`src/rtl/core/button_debounce_triple_press_assert.svh`:
```
// ----------------------------------------------------------------------------
// Button debounce triple press assertion macros
// Shared concurrent assertion forms, clocked on clk and disabled in reset.
// ----------------------------------------------------------------------------
`ifndef BUTTON_DEBOUNCE_TRIPLE_PRESS_ASSERT_SVH
`define BUTTON_DEBOUNCE_TRIPLE_PRESS_ASSERT_SVH

// The consequent must hold in the same cycle as the antecedent.
`define BD3P_ASSERT_SAME(label, ante, cons, msg) \
    label: assert property (@(posedge clk) disable iff (!rst_n) (ante) |-> (cons)) \
        else $error(msg);

// The consequent must hold in the cycle after the antecedent.
`define BD3P_ASSERT_NEXT(label, ante, cons, msg) \
    label: assert property (@(posedge clk) disable iff (!rst_n) (ante) |=> (cons)) \
        else $error(msg);

`endif

```
`src/rtl/core/bd3p_pkg.sv`:
```
`timescale 1ns / 1ps
// ----------------------------------------------------------------------------
// Button debounce triple press package
// Shared constants, register codes and status types of the block.
// ----------------------------------------------------------------------------
package bd3p_pkg;

    localparam int NUM_BUTTONS_DEF = 3;
    localparam int TIME_BITS_DEF   = 32;

    localparam int CFG_W      = 16;
    localparam int CFG_ADDR_W = 2;
    localparam int OUT_BITS   = 3;
    localparam int COUNT_W    = 8;

    localparam logic [COUNT_W-1:0] COUNT_MAX    = 8'd255;
    localparam logic [COUNT_W-1:0] TRIPLE_COUNT = 8'd3;

    // Raw level, stable level and pending flag, plus the press count.
    localparam int ENTRY_FIXED_W = 3 + COUNT_W;

    localparam logic [CFG_W-1:0] DEBOUNCE_RESET = 16'd50;
    localparam logic [CFG_W-1:0] GAP_RESET      = 16'd50;
    localparam logic [CFG_W-1:0] WINDOW_RESET   = 16'd500;

    typedef enum logic [CFG_ADDR_W-1:0] {
        REG_DEBOUNCE = 2'd0,
        REG_MIN_GAP  = 2'd1,
        REG_WINDOW   = 2'd2
    } cfg_idx_t;

    // Per-button events produced by one update.
    typedef struct packed {
        logic pressed;
        logic fresh;
        logic triple;
        logic single;
    } btn_flags_t;

endpackage

```
`src/rtl/core/bd3p_in_if.sv`:
```
`timescale 1ns / 1ps
// ----------------------------------------------------------------------------
// Button sample channel
// Carries one tick of raw active-low button levels.
// ----------------------------------------------------------------------------
interface bd3p_in_if;
    logic       valid;
    logic       ready;
    logic [2:0] raw_levels;

    modport source (output valid, output raw_levels, input ready);
    modport sink   (input valid, input raw_levels, output ready);
endinterface

```
`src/rtl/core/bd3p_out_if.sv`:
```
`timescale 1ns / 1ps
// ----------------------------------------------------------------------------
// Button result channel
// Carries the debounced levels and press events of one tick.
// ----------------------------------------------------------------------------
interface bd3p_out_if;
    logic       valid;
    logic       ready;
    logic [2:0] pressed_levels;
    logic [2:0] new_press;
    logic [2:0] triple_press;
    logic [2:0] single_press;

    modport source (output valid, output pressed_levels, output new_press,
                    output triple_press, output single_press, input ready);
    modport sink   (input valid, input pressed_levels, input new_press,
                    input triple_press, input single_press, output ready);
endinterface

```
`src/rtl/core/bd3p_button_update.sv`:
```
`timescale 1ns / 1ps
// ----------------------------------------------------------------------------
// Button state update
// Debounce, press counting, triple check and single press expiry of one
// button, applied to its stored state entry.
// ----------------------------------------------------------------------------
module bd3p_button_update
    import bd3p_pkg::*;
#(
    parameter int TIME_BITS = TIME_BITS_DEF,
    parameter int ENTRY_W   = ENTRY_FIXED_W + 4 * TIME_BITS
)
(
    input  logic [TIME_BITS-1:0] now,
    input  logic                 reading,
    input  logic [CFG_W-1:0]     debounce_ms,
    input  logic [CFG_W-1:0]     min_press_gap_ms,
    input  logic [CFG_W-1:0]     press_window_ms,
    input  logic [ENTRY_W-1:0]   entry_old,
    output logic [ENTRY_W-1:0]   entry_new,
    output btn_flags_t           flags
);

    logic                 raw_prev;
    logic                 stable;
    logic                 pending;
    logic [COUNT_W-1:0]   count;
    logic [TIME_BITS-1:0] db_start;
    logic [TIME_BITS-1:0] first_time;
    logic [TIME_BITS-1:0] last_time;
    logic [TIME_BITS-1:0] pend_since;

    logic [TIME_BITS-1:0] db_start_1;
    logic [TIME_BITS-1:0] first_time_1;
    logic [TIME_BITS-1:0] last_time_1;
    logic [TIME_BITS-1:0] pend_since_1;
    logic [TIME_BITS-1:0] first_time_out;
    logic [COUNT_W-1:0]   count_1;
    logic [COUNT_W-1:0]   count_out;
    logic                 stable_1;
    logic                 pending_out;

    logic [TIME_BITS-1:0] win;
    logic                 raw_changed;
    logic                 settled;
    logic                 level_change;
    logic                 fresh;
    logic                 counted;
    logic                 in_window;
    logic                 in_window_1;
    logic                 pend_expired;
    logic                 triple_hit;
    logic                 triple_fire;
    logic                 expire_fire;

    assign {raw_prev, stable, pending, count,
            db_start, first_time, last_time, pend_since} = entry_old;

    assign win = TIME_BITS'(press_window_ms);

    // The subtractions wrap at TIME_BITS bits, which gives the elapsed time.
    always_comb
    begin
        raw_changed  = (reading != raw_prev);
        db_start_1   = raw_changed ? now : db_start;
        settled      = !raw_changed && ((now - db_start) > TIME_BITS'(debounce_ms));
        level_change = settled && (reading != stable);
        stable_1     = level_change ? reading : stable;
        fresh        = level_change && reading;
        counted      = fresh && ((now - last_time) > TIME_BITS'(min_press_gap_ms));
        in_window    = (now - first_time) <= win;

        count_1      = count;
        first_time_1 = first_time;
        if (counted)
        begin
            if (in_window)
            begin
                if (count < COUNT_MAX)
                begin
                    count_1 = count + COUNT_W'(1);
                end
            end
            else
            begin
                count_1      = COUNT_W'(1);
                first_time_1 = now;
            end
        end
        last_time_1  = counted ? now : last_time;
        pend_since_1 = counted ? now : pend_since;

        // A freshly started window is zero ticks old.
        in_window_1  = (counted && !in_window) ? 1'b1 : in_window;
        pend_expired = !counted && ((now - pend_since) > win);

        triple_hit  = (count_1 >= TRIPLE_COUNT);
        triple_fire = triple_hit && in_window_1;
        pending_out = (counted || pending) && !triple_fire;
        count_out      = triple_hit ? '0 : count_1;
        first_time_out = triple_hit ? '0 : first_time_1;

        expire_fire = pending_out && pend_expired;
        flags.single = expire_fire && (count_out < TRIPLE_COUNT);
        if (expire_fire)
        begin
            pending_out    = 1'b0;
            count_out      = '0;
            first_time_out = '0;
        end

        flags.pressed = stable_1;
        flags.fresh   = fresh;
        flags.triple  = triple_fire;

        entry_new = {reading, stable_1, pending_out, count_out,
                     db_start_1, first_time_out, last_time_1, pend_since_1};
    end

endmodule

```
`src/rtl/core/button_debounce_triple_press.sv`:
```
`timescale 1ns / 1ps
// ----------------------------------------------------------------------------
// Button debounce triple press detector
// Debounces active-low buttons once per tick and reports new, triple and
// delayed single presses, keeping all per-button state in one memory.
// ----------------------------------------------------------------------------
//
//   Channel   Direction  Beat contents
//   -------   ---------  ----------------------------------------------------
//   sample    sink       raw_levels: one tick of raw button pins, 0 = pressed
//   result    source     pressed_levels, new_press, triple_press, single_press
//   wr_*      write      wr_index selects a register, wr_data its new value
//
// A new sample beat is taken only when stage one is idle or issues the last
// button of the previous beat, since the state memory serves one button per
// cycle, when not stalled, through its single port.
// Reset clears one valid bit per memory entry; an unwritten entry reads as all
// zero, so no clearing pass is run and samples are taken right after reset.
// A result beat that is not taken stalls the pipeline only when the next
// result is ready to be written into the output register.
//
module button_debounce_triple_press
    import bd3p_pkg::*;
#(
    parameter int NUM_BUTTONS = NUM_BUTTONS_DEF,
    parameter int TIME_BITS   = TIME_BITS_DEF
)
(
    input  logic                  clk,
    input  logic                  rst_n,
    input  logic                  wr_en,
    input  logic [CFG_ADDR_W-1:0] wr_index,
    input  logic [CFG_W-1:0]      wr_data,
    bd3p_in_if.sink               sample,
    bd3p_out_if.source            result
);

    `include "button_debounce_triple_press_assert.svh"

    localparam int IDX_W   = (NUM_BUTTONS > 1) ? $clog2(NUM_BUTTONS) : 1;
    localparam int ENTRY_W = ENTRY_FIXED_W + 4 * TIME_BITS;
    localparam logic [IDX_W-1:0] LAST_IDX = IDX_W'(NUM_BUTTONS - 1);

    // Configuration registers.
    logic [CFG_W-1:0] debounce_reg;
    logic [CFG_W-1:0] gap_reg;
    logic [CFG_W-1:0] window_reg;

    always_ff @(posedge clk or negedge rst_n)
    begin
        if (!rst_n)
        begin
            debounce_reg <= DEBOUNCE_RESET;
            gap_reg      <= GAP_RESET;
            window_reg   <= WINDOW_RESET;
        end
        else if (wr_en)
        begin
            case (cfg_idx_t'(wr_index))
                REG_DEBOUNCE: debounce_reg <= wr_data;
                REG_MIN_GAP:  gap_reg      <= wr_data;
                REG_WINDOW:   window_reg   <= wr_data;
                default:      ;
            endcase
        end
    end

    // Pipeline control. Stage one issues the memory read of one button;
    // stage two updates that button from the read data and writes it back.
    logic                 s1_valid_reg;
    logic [IDX_W-1:0]     s1_idx_reg;
    logic [OUT_BITS-1:0]  item_raw_reg;
    logic [TIME_BITS-1:0] item_now_reg;
    logic [TIME_BITS-1:0] tick_reg;
    logic [TIME_BITS-1:0] tick_next;

    logic                 s2_valid_reg;
    logic [IDX_W-1:0]     s2_idx_reg;
    logic                 s2_reading_reg;
    logic [TIME_BITS-1:0] s2_now_reg;

    logic                 s1_last;
    logic                 s2_last;
    logic                 stall;
    logic                 accept;
    logic                 issue;
    logic                 write_back;
    logic [NUM_BUTTONS-1:0] reading_vec;

    assign s1_last    = (s1_idx_reg == LAST_IDX);
    assign s2_last    = (s2_idx_reg == LAST_IDX);
    // The final button of a tick needs a free output register.
    assign stall      = s2_valid_reg && s2_last && result.valid && !result.ready;
    assign sample.ready = !stall && (!s1_valid_reg || s1_last);
    assign accept     = sample.valid && sample.ready;
    assign issue      = s1_valid_reg && !stall;
    assign write_back = s2_valid_reg && !stall;
    assign tick_next  = tick_reg + TIME_BITS'(1);

    // Buttons past the sampled pins read as pressed.
    always_comb
    begin
        for (int b = 0; b < NUM_BUTTONS; b++)
        begin
            if (b < OUT_BITS)
            begin
                reading_vec[b] = !item_raw_reg[b];
            end
            else
            begin
                reading_vec[b] = 1'b1;
            end
        end
    end

    always_ff @(posedge clk or negedge rst_n)
    begin
        if (!rst_n)
        begin
            s1_valid_reg <= 1'b0;
            s1_idx_reg   <= '0;
            tick_reg     <= '0;
            s2_valid_reg <= 1'b0;
        end
        else if (!stall)
        begin
            if (accept)
            begin
                s1_valid_reg <= 1'b1;
                s1_idx_reg   <= '0;
                tick_reg     <= tick_next;
            end
            else if (issue && s1_last)
            begin
                s1_valid_reg <= 1'b0;
            end
            else if (issue)
            begin
                s1_idx_reg <= s1_idx_reg + IDX_W'(1);
            end
            s2_valid_reg <= s1_valid_reg;
        end
    end

    always_ff @(posedge clk)
    begin
        if (accept)
        begin
            item_raw_reg <= sample.raw_levels;
            item_now_reg <= tick_next;
        end
        if (issue)
        begin
            s2_idx_reg     <= s1_idx_reg;
            s2_reading_reg <= reading_vec[s1_idx_reg];
            s2_now_reg     <= item_now_reg;
        end
    end

    // State memory, one entry per button, read data registered.
    logic [ENTRY_W-1:0]     state_mem [NUM_BUTTONS];
    logic [NUM_BUTTONS-1:0] entry_vld_reg;
    logic [ENTRY_W-1:0]     rd_data_reg;
    logic                   rd_vld_reg;
    logic                   fwd_reg;
    logic [ENTRY_W-1:0]     fwd_data_reg;
    logic [ENTRY_W-1:0]     entry_old;
    logic [ENTRY_W-1:0]     entry_new;
    btn_flags_t             flags;

    always_ff @(posedge clk)
    begin
        if (write_back)
        begin
            state_mem[s2_idx_reg] <= entry_new;
        end
        if (issue)
        begin
            rd_data_reg  <= state_mem[s1_idx_reg];
            rd_vld_reg   <= entry_vld_reg[s1_idx_reg];
            fwd_data_reg <= entry_new;
        end
    end

    // Valid bits stand in for the zero reset of the memory.
    always_ff @(posedge clk or negedge rst_n)
    begin
        if (!rst_n)
        begin
            entry_vld_reg <= '0;
            fwd_reg       <= 1'b0;
        end
        else
        begin
            if (write_back)
            begin
                entry_vld_reg[s2_idx_reg] <= 1'b1;
            end
            if (issue)
            begin
                // A read of the entry written back at the same edge sees the
                // old contents, so the new value is forwarded instead.
                fwd_reg <= write_back && (s2_idx_reg == s1_idx_reg);
            end
        end
    end

    always_comb
    begin
        if (fwd_reg)
        begin
            entry_old = fwd_data_reg;
        end
        else if (rd_vld_reg)
        begin
            entry_old = rd_data_reg;
        end
        else
        begin
            entry_old = '0;
        end
    end

    bd3p_button_update #(
        .TIME_BITS (TIME_BITS),
        .ENTRY_W   (ENTRY_W)
    ) u_update (
        .now              (s2_now_reg),
        .reading          (s2_reading_reg),
        .debounce_ms      (debounce_reg),
        .min_press_gap_ms (gap_reg),
        .press_window_ms  (window_reg),
        .entry_old        (entry_old),
        .entry_new        (entry_new),
        .flags            (flags)
    );

    // Result bits are gathered button by button; only the first three buttons
    // have a place in the result beat, the shift drops the rest.
    logic [OUT_BITS-1:0] btn_mask;
    logic [OUT_BITS-1:0] acc_pressed_reg;
    logic [OUT_BITS-1:0] acc_fresh_reg;
    logic [OUT_BITS-1:0] acc_triple_reg;
    logic [OUT_BITS-1:0] acc_single_reg;
    logic [OUT_BITS-1:0] acc_pressed_next;
    logic [OUT_BITS-1:0] acc_fresh_next;
    logic [OUT_BITS-1:0] acc_triple_next;
    logic [OUT_BITS-1:0] acc_single_next;
    logic                out_valid_reg;
    logic [OUT_BITS-1:0] out_pressed_reg;
    logic [OUT_BITS-1:0] out_fresh_reg;
    logic [OUT_BITS-1:0] out_triple_reg;
    logic [OUT_BITS-1:0] out_single_reg;

    always_comb
    begin
        btn_mask = OUT_BITS'(1) << s2_idx_reg;
        if (s2_idx_reg == '0)
        begin
            acc_pressed_next = '0;
            acc_fresh_next   = '0;
            acc_triple_next  = '0;
            acc_single_next  = '0;
        end
        else
        begin
            acc_pressed_next = acc_pressed_reg;
            acc_fresh_next   = acc_fresh_reg;
            acc_triple_next  = acc_triple_reg;
            acc_single_next  = acc_single_reg;
        end
        if (flags.pressed)
        begin
            acc_pressed_next = acc_pressed_next | btn_mask;
        end
        if (flags.fresh)
        begin
            acc_fresh_next = acc_fresh_next | btn_mask;
        end
        if (flags.triple)
        begin
            acc_triple_next = acc_triple_next | btn_mask;
        end
        if (flags.single)
        begin
            acc_single_next = acc_single_next | btn_mask;
        end
    end

    always_ff @(posedge clk)
    begin
        if (write_back)
        begin
            acc_pressed_reg <= acc_pressed_next;
            acc_fresh_reg   <= acc_fresh_next;
            acc_triple_reg  <= acc_triple_next;
            acc_single_reg  <= acc_single_next;
            if (s2_last)
            begin
                out_pressed_reg <= acc_pressed_next;
                out_fresh_reg   <= acc_fresh_next;
                out_triple_reg  <= acc_triple_next;
                out_single_reg  <= acc_single_next;
            end
        end
    end

    always_ff @(posedge clk or negedge rst_n)
    begin
        if (!rst_n)
        begin
            out_valid_reg <= 1'b0;
        end
        else if (write_back && s2_last)
        begin
            out_valid_reg <= 1'b1;
        end
        else if (result.ready)
        begin
            out_valid_reg <= 1'b0;
        end
    end

    assign result.valid          = out_valid_reg;
    assign result.pressed_levels = out_pressed_reg;
    assign result.new_press      = out_fresh_reg;
    assign result.triple_press   = out_triple_reg;
    assign result.single_press   = out_single_reg;

    // An accepted sample starts its sweep at the first button.
    `BD3P_ASSERT_NEXT(a_sweep_start, accept, s1_valid_reg && (s1_idx_reg == '0), "sweep did not start at button zero")
    // Buttons of one tick reach the update stage in consecutive cycles.
    `BD3P_ASSERT_NEXT(a_sweep_order, write_back && !s2_last, s2_valid_reg && (s2_idx_reg == $past(s2_idx_reg) + IDX_W'(1)), "update stage skipped a button")
    // A result beat is raised only by the last button of a tick.
    `BD3P_ASSERT_SAME(a_result_source, $rose(out_valid_reg), $past(s2_valid_reg && s2_last), "result raised without a finished tick")

endmodule
```
`src/flat_wrapper.sv`:
```
// flat-port wrapper written by rule: the top's interface ports become plain ports
module button_debounce_triple_press_flat import bd3p_pkg::*;
#(
    parameter int NUM_BUTTONS = NUM_BUTTONS_DEF,
    parameter int TIME_BITS   = TIME_BITS_DEF
)
  (clk, rst_n, wr_en, wr_index, wr_data, sample_valid, sample_raw_levels, sample_ready, result_valid, result_pressed_levels, result_new_press, result_triple_press, result_single_press, result_ready);
  bd3p_in_if sample_i ();
  bd3p_out_if result_i ();
  input  logic clk;
  input  logic rst_n;
  input  logic wr_en;
  input  logic [CFG_ADDR_W-1:0] wr_index;
  input  logic [CFG_W-1:0] wr_data;
  input wire logic [$bits(sample_i.valid)-1:0] sample_valid;
  input wire logic [$bits(sample_i.raw_levels)-1:0] sample_raw_levels;
  output wire logic [$bits(sample_i.ready)-1:0] sample_ready;
  output wire logic [$bits(result_i.valid)-1:0] result_valid;
  output wire logic [$bits(result_i.pressed_levels)-1:0] result_pressed_levels;
  output wire logic [$bits(result_i.new_press)-1:0] result_new_press;
  output wire logic [$bits(result_i.triple_press)-1:0] result_triple_press;
  output wire logic [$bits(result_i.single_press)-1:0] result_single_press;
  input wire logic [$bits(result_i.ready)-1:0] result_ready;
  assign sample_i.valid = sample_valid;
  assign sample_i.raw_levels = sample_raw_levels;
  assign sample_ready = sample_i.ready;
  assign result_valid = result_i.valid;
  assign result_pressed_levels = result_i.pressed_levels;
  assign result_new_press = result_i.new_press;
  assign result_triple_press = result_i.triple_press;
  assign result_single_press = result_i.single_press;
  assign result_i.ready = result_ready;
  button_debounce_triple_press #(.NUM_BUTTONS(NUM_BUTTONS), .TIME_BITS(TIME_BITS)) u_core (.clk(clk), .rst_n(rst_n), .wr_en(wr_en), .wr_index(wr_index), .wr_data(wr_data), .sample(sample_i), .result(result_i));
endmodule
```
`config.mk`:
```
export PLATFORM = sky130hd
export DESIGN_NAME = button_debounce_triple_press_flat
export DESIGN_NICKNAME = d
export VERILOG_FILES = /design/src/rtl/core/bd3p_pkg.sv /design/src/rtl/core/bd3p_in_if.sv /design/src/rtl/core/bd3p_out_if.sv /design/src/rtl/core/bd3p_button_update.sv /design/src/rtl/core/button_debounce_triple_press.sv /design/src/flat_wrapper.sv
export VERILOG_INCLUDE_DIRS = /design/src /design/src/rtl/core
export SDC_FILE = /design/constraint.sdc
export NUM_CORES = 1
export LEC_CHECK = 0
export ABC_AREA = 1
export BUFFER_PORTS_ARGS = -buffer_cell sky130_fd_sc_hd__buf_4
export CAP_MARGIN = 30
export CORE_MARGIN = 1.5
export CORE_UTILIZATION = 60
export CTS_BUF_LIST = sky130_fd_sc_hd__clkbuf_2
export DETAILED_ROUTE_END_ITERATION = 10
export HOLD_SLACK_MARGIN = 0.06
export PLACE_DENSITY_LB_ADDON = 0.08
export SETUP_SLACK_MARGIN = 0.02
export SYNTH_ARGS = -nofsm -noshare
export SYNTH_HDL_FRONTEND = slang
export SYNTH_SLANG_ARGS = --single-unit
```
`constraint.sdc`:
```
create_clock -name clk -period 30.4 [get_ports clk]
set_input_delay 3.04 -clock clk [delete_from_list [all_inputs] [get_ports clk]]
set_output_delay 3.04 -clock clk [all_outputs]
set_load 0.01 [all_outputs]
```
==> results_dict.tcl <==
set metrics [dict create \
    drv_slew 0 \
    drive_above_1_share_pct 10.7 \
    clockRootBuffer "clkbuf_2" \
    gr-total-overflow 0 \
    vias 33350 \
    grt_use_total_pct 32.0 \
    hold-worst-slack_ns 0.417 \
    hold-path-endpoint "u_core.s2_now_reg[4]" \
    final-hold-violation-count 0 \
    synth.largest_area_cell "edfxtp_1" \
    drt_iter0_drc 3432 \
    multi_input_area_um2 16000 \
    antenna_found_initial 6 \
    cts_inserted_buffers 213 \
    cts_hold_buffers 0 \
    hold_class "reg -> reg" \
    avgViaCountPerCell 5.79 \
    cts_resized 0 \
    firstDrtPassIters 9 \
    ys_warn_count 0 \
    min_period_ns 8.13 \
    routed_wl_um 119000 \
    timing.reg2reg.worst_path_depth 23 \
    rsz0062_at_grt "no" \
    path_cells "inv_1 > nor2_4 > buf_4 > buf_4 > a22oi_1 > ha_1 > a21oi_1 > nand2_1 > a21oi_1 > o21ai_0 > xor2_1 > ha_1 > nand2_1 > nor2_1 > nand4_1 > a21oi_1 > a211oi_1 > o211ai_1 > buf_4 > nand4_4 > inv_4 > buf_4 > o21ai_0" \
    wire_per_inst_um 20.6 \
    cts_sinks 879 \
    slew_headroom_pct 21.3 \
    post-cts-setup-buffers 0 \
    holdPathStages 0 \
    io_pins 40 \
    largest_register_ff_count 417 \
    status "completed" \
    seq_area_frac_synth_pct 58.9 \
    post_dp_cell_area_um2 45500 \
    synth_cells 4458 \
    synth_cell_types 56 \
    critPathKind "reg -> reg" \
    critPathMaxStageDelay_ns 0.87 \
    r2r_start "u_core.rd_vld_reg" \
    die_area_um2 75100 \
    start_kind "flip-flop" \
    port_buffers 39 \
    worst-path-buf-inv 6 \
    ys_ff_latch 879 \
    ff_latch_area_um2 26000 \
    die_h_um 274 \
    final_nets 4836 \
    worst_pin_slew_ns 1.18 \
    syn_area_um2 44100 \
    initial_core_util_pct 60.5 \
    hpwl_um 77600 \
    cpMaxStageDelayCell "edfxtp_1" \
    endpoint_kind "flip-flop" \
    die_w_um 274 \
    r2r-end "u_core.fwd_data_reg[10]" \
    area_growth_pct 7.83 \
    row_count 99 \
    gp_congestion 1.00 \
    fin_area_um2 47500 \
    synthFlopType "edfxtp_1" \
    ant_nets 0 \
    synth_edf_count 790 \
    syn_avg_cell_area_um2 9.88 \
    core_area_um2 72800 \
    drv_cap 0 \
    grt_pass1_vias 32668 \
    yosys-top-cells-area "edfxtp_1 (54%), nand2_1 (8.4%), a21oi_1 (5.7%), ha_1 (5.1%), dfrtp_1 (4.4%)" \
    h-tree-depth 4 \
    regToRegSetupSlack_ns 22.27 \
    cp.arrival_ns 9.20 \
    fill_cells 6081 \
    tritoncts "yes" \
    grt_max_degree 169 \
    cp_max_fo 92 \
    min_from "u_core.item_now_reg[4]" \
    clkTransAtPathRegs_ns 0.11 \
    critPathRequiredTime_ns 31.47 \
    synthArstFlopShare_pct 10.1 \
    drc 0 \
    finalSetupViolations 0 \
    fin_tns_setup_ns 0 \
    skew_ns 0.109 \
    crit_top_cell "buf_4" \
    crit_family "buffers and inverters" \
    worstSkewPairLatency_ns 1.52 \
    min_period_over_period_pct 26.8 \
    netlist.area_leader.share_pct 53.8 \
    fmax_mhz 123 \
    cts_buffer_depth 3 \
    grt_pass1_wl_um 181000 \
]
## cells in the mapped netlist (all sizes together), types with 7 or more instances
master / n
dfstp: 12
ha: 181
clkbuf: 104
nor2: 424
a22o: 10
o21a: 8
nand3b: 7
nor3: 23
a21o: 11
nand3: 174
dfrtp: 77
o211ai: 8
o21bai: 8
xnor2: 18
nor4: 9
or2: 20
xor2: 94
o21ai: 286
inv: 420
nand2: 1012
a22oi: 118
edfxtp: 790
a21oi: 501
a21boi: 8
buf: 46
a31oi: 13
nand4: 47
## logic make-up (layout without fill, tap and decap cells)
group | Yosys count | in the layout | share of synthesized area [%]
AND/OR/NAND/NOR | 1721 | 1721 | 16.2
flip-flops | 879 | 879 | 58.9
AO/OA/AOI/OAI | 987 | 987 | 12.4
buffers and inverters | 574 | 883 | 5.02
other | 1 | 30 | 0.00851
XOR/XNOR | 112 | 112 | 2.23
adder cells (fa/ha/maj) | 184 | 184 | 5.28
## worst max-delay path by stage
| stage | end | startpoint | cells after the start | slack, ns |
|---|---|---|---|---|
| 3_3_place_gp | u_core.fwd_data_reg[69] | u_core.rd_vld_reg | 27 | 22.52 |
| 2_1_floorplan | u_core.fwd_reg | result_ready | 6 | 12.71 |
| 4_1_cts | u_core.fwd_data_reg[10] | u_core.rd_vld_reg | 23 | 22.34 |
| 3_5_place_dp | u_core.state_mem[2][66] | u_core.rd_vld_reg | 27 | 22.49 |
| 6_report | u_core.fwd_data_reg[10] | u_core.rd_vld_reg | 23 | 22.27 |
| 5_1_grt | u_core.fwd_data_reg[2] | u_core.rd_vld_reg | 23 | 21.73 |
## through the flow
| step | instances | setup slack (ns) | utilization, % |
|---|---|---|---|
| floorplan | 4481 | 12.71 | - |
| global placement | 5365 | 22.52 | 62.3 |
| detailed placement | 5369 | 22.49 | 62.4 |
| CTS | 5748 | 22.34 | 65.2 |
| global route | 5753 | 21.73 | 65.2 |
| finish | 5755 | 22.27 | 65.2 |
## routing by layer
metal / vias to the layer above / part of all wire (%) / GRT usage (%)
met5: - / 0.010 / 0
met4: 2 / 3.2 / 12.2
met3: 273 / 8.7 / 6.61
met2: 1344 / 47 / 52.2
met1: 15808 / 41 / 42.2
li1: 15923 / - / -
## worst reg2reg max path: cells and delay by family (launching register included)
family,cells,cell delay [ns]
AOI/OAI and AO/OA,8,1.99
buffers and inverters,6,2.96
xor gates and xnor gates,1,0.21
and+or+nand+nor,6,0.92
adders and majority gates,2,0.75
DFF,1,0.87
## layout make-up
cell class	count	area share (%)
sequential	879	54.7
multi-input combinational	3028	33.7
inverter	424	3.38
clock buffer	305	3.21
tap	959	2.53
timing repair buffer	80	1.47
clock inverter	74	1.01
antenna	6	0.0316
## placed cells by master, fill, tap and decap left out, types with 9 or more instances in the layout
cell type / count
nand4_1: 46
nor2_1: 412
inv_1: 402
clkinv_2: 9
a22oi_1: 118
xnor2_1: 18
nor3_1: 22
buf_4: 72
nor4_1: 9
ha_1: 181
nand3_1: 168
edfxtp_1: 790
clkinv_1: 52
dfstp_2: 12
o21ai_0: 281
a31oi_1: 13
conb_1: 24
clkbuf_2: 305
dfrtp_1: 74
a22o_1: 10
inv_2: 16
nand2_1: 986
xor2_1: 94
or2_2: 20
nand2_2: 20
a21o_1: 11
a21oi_1: 501
Power is not shown: default switching activity piles up to over one toggle a cycle in this logic, so the estimate is an artifact.
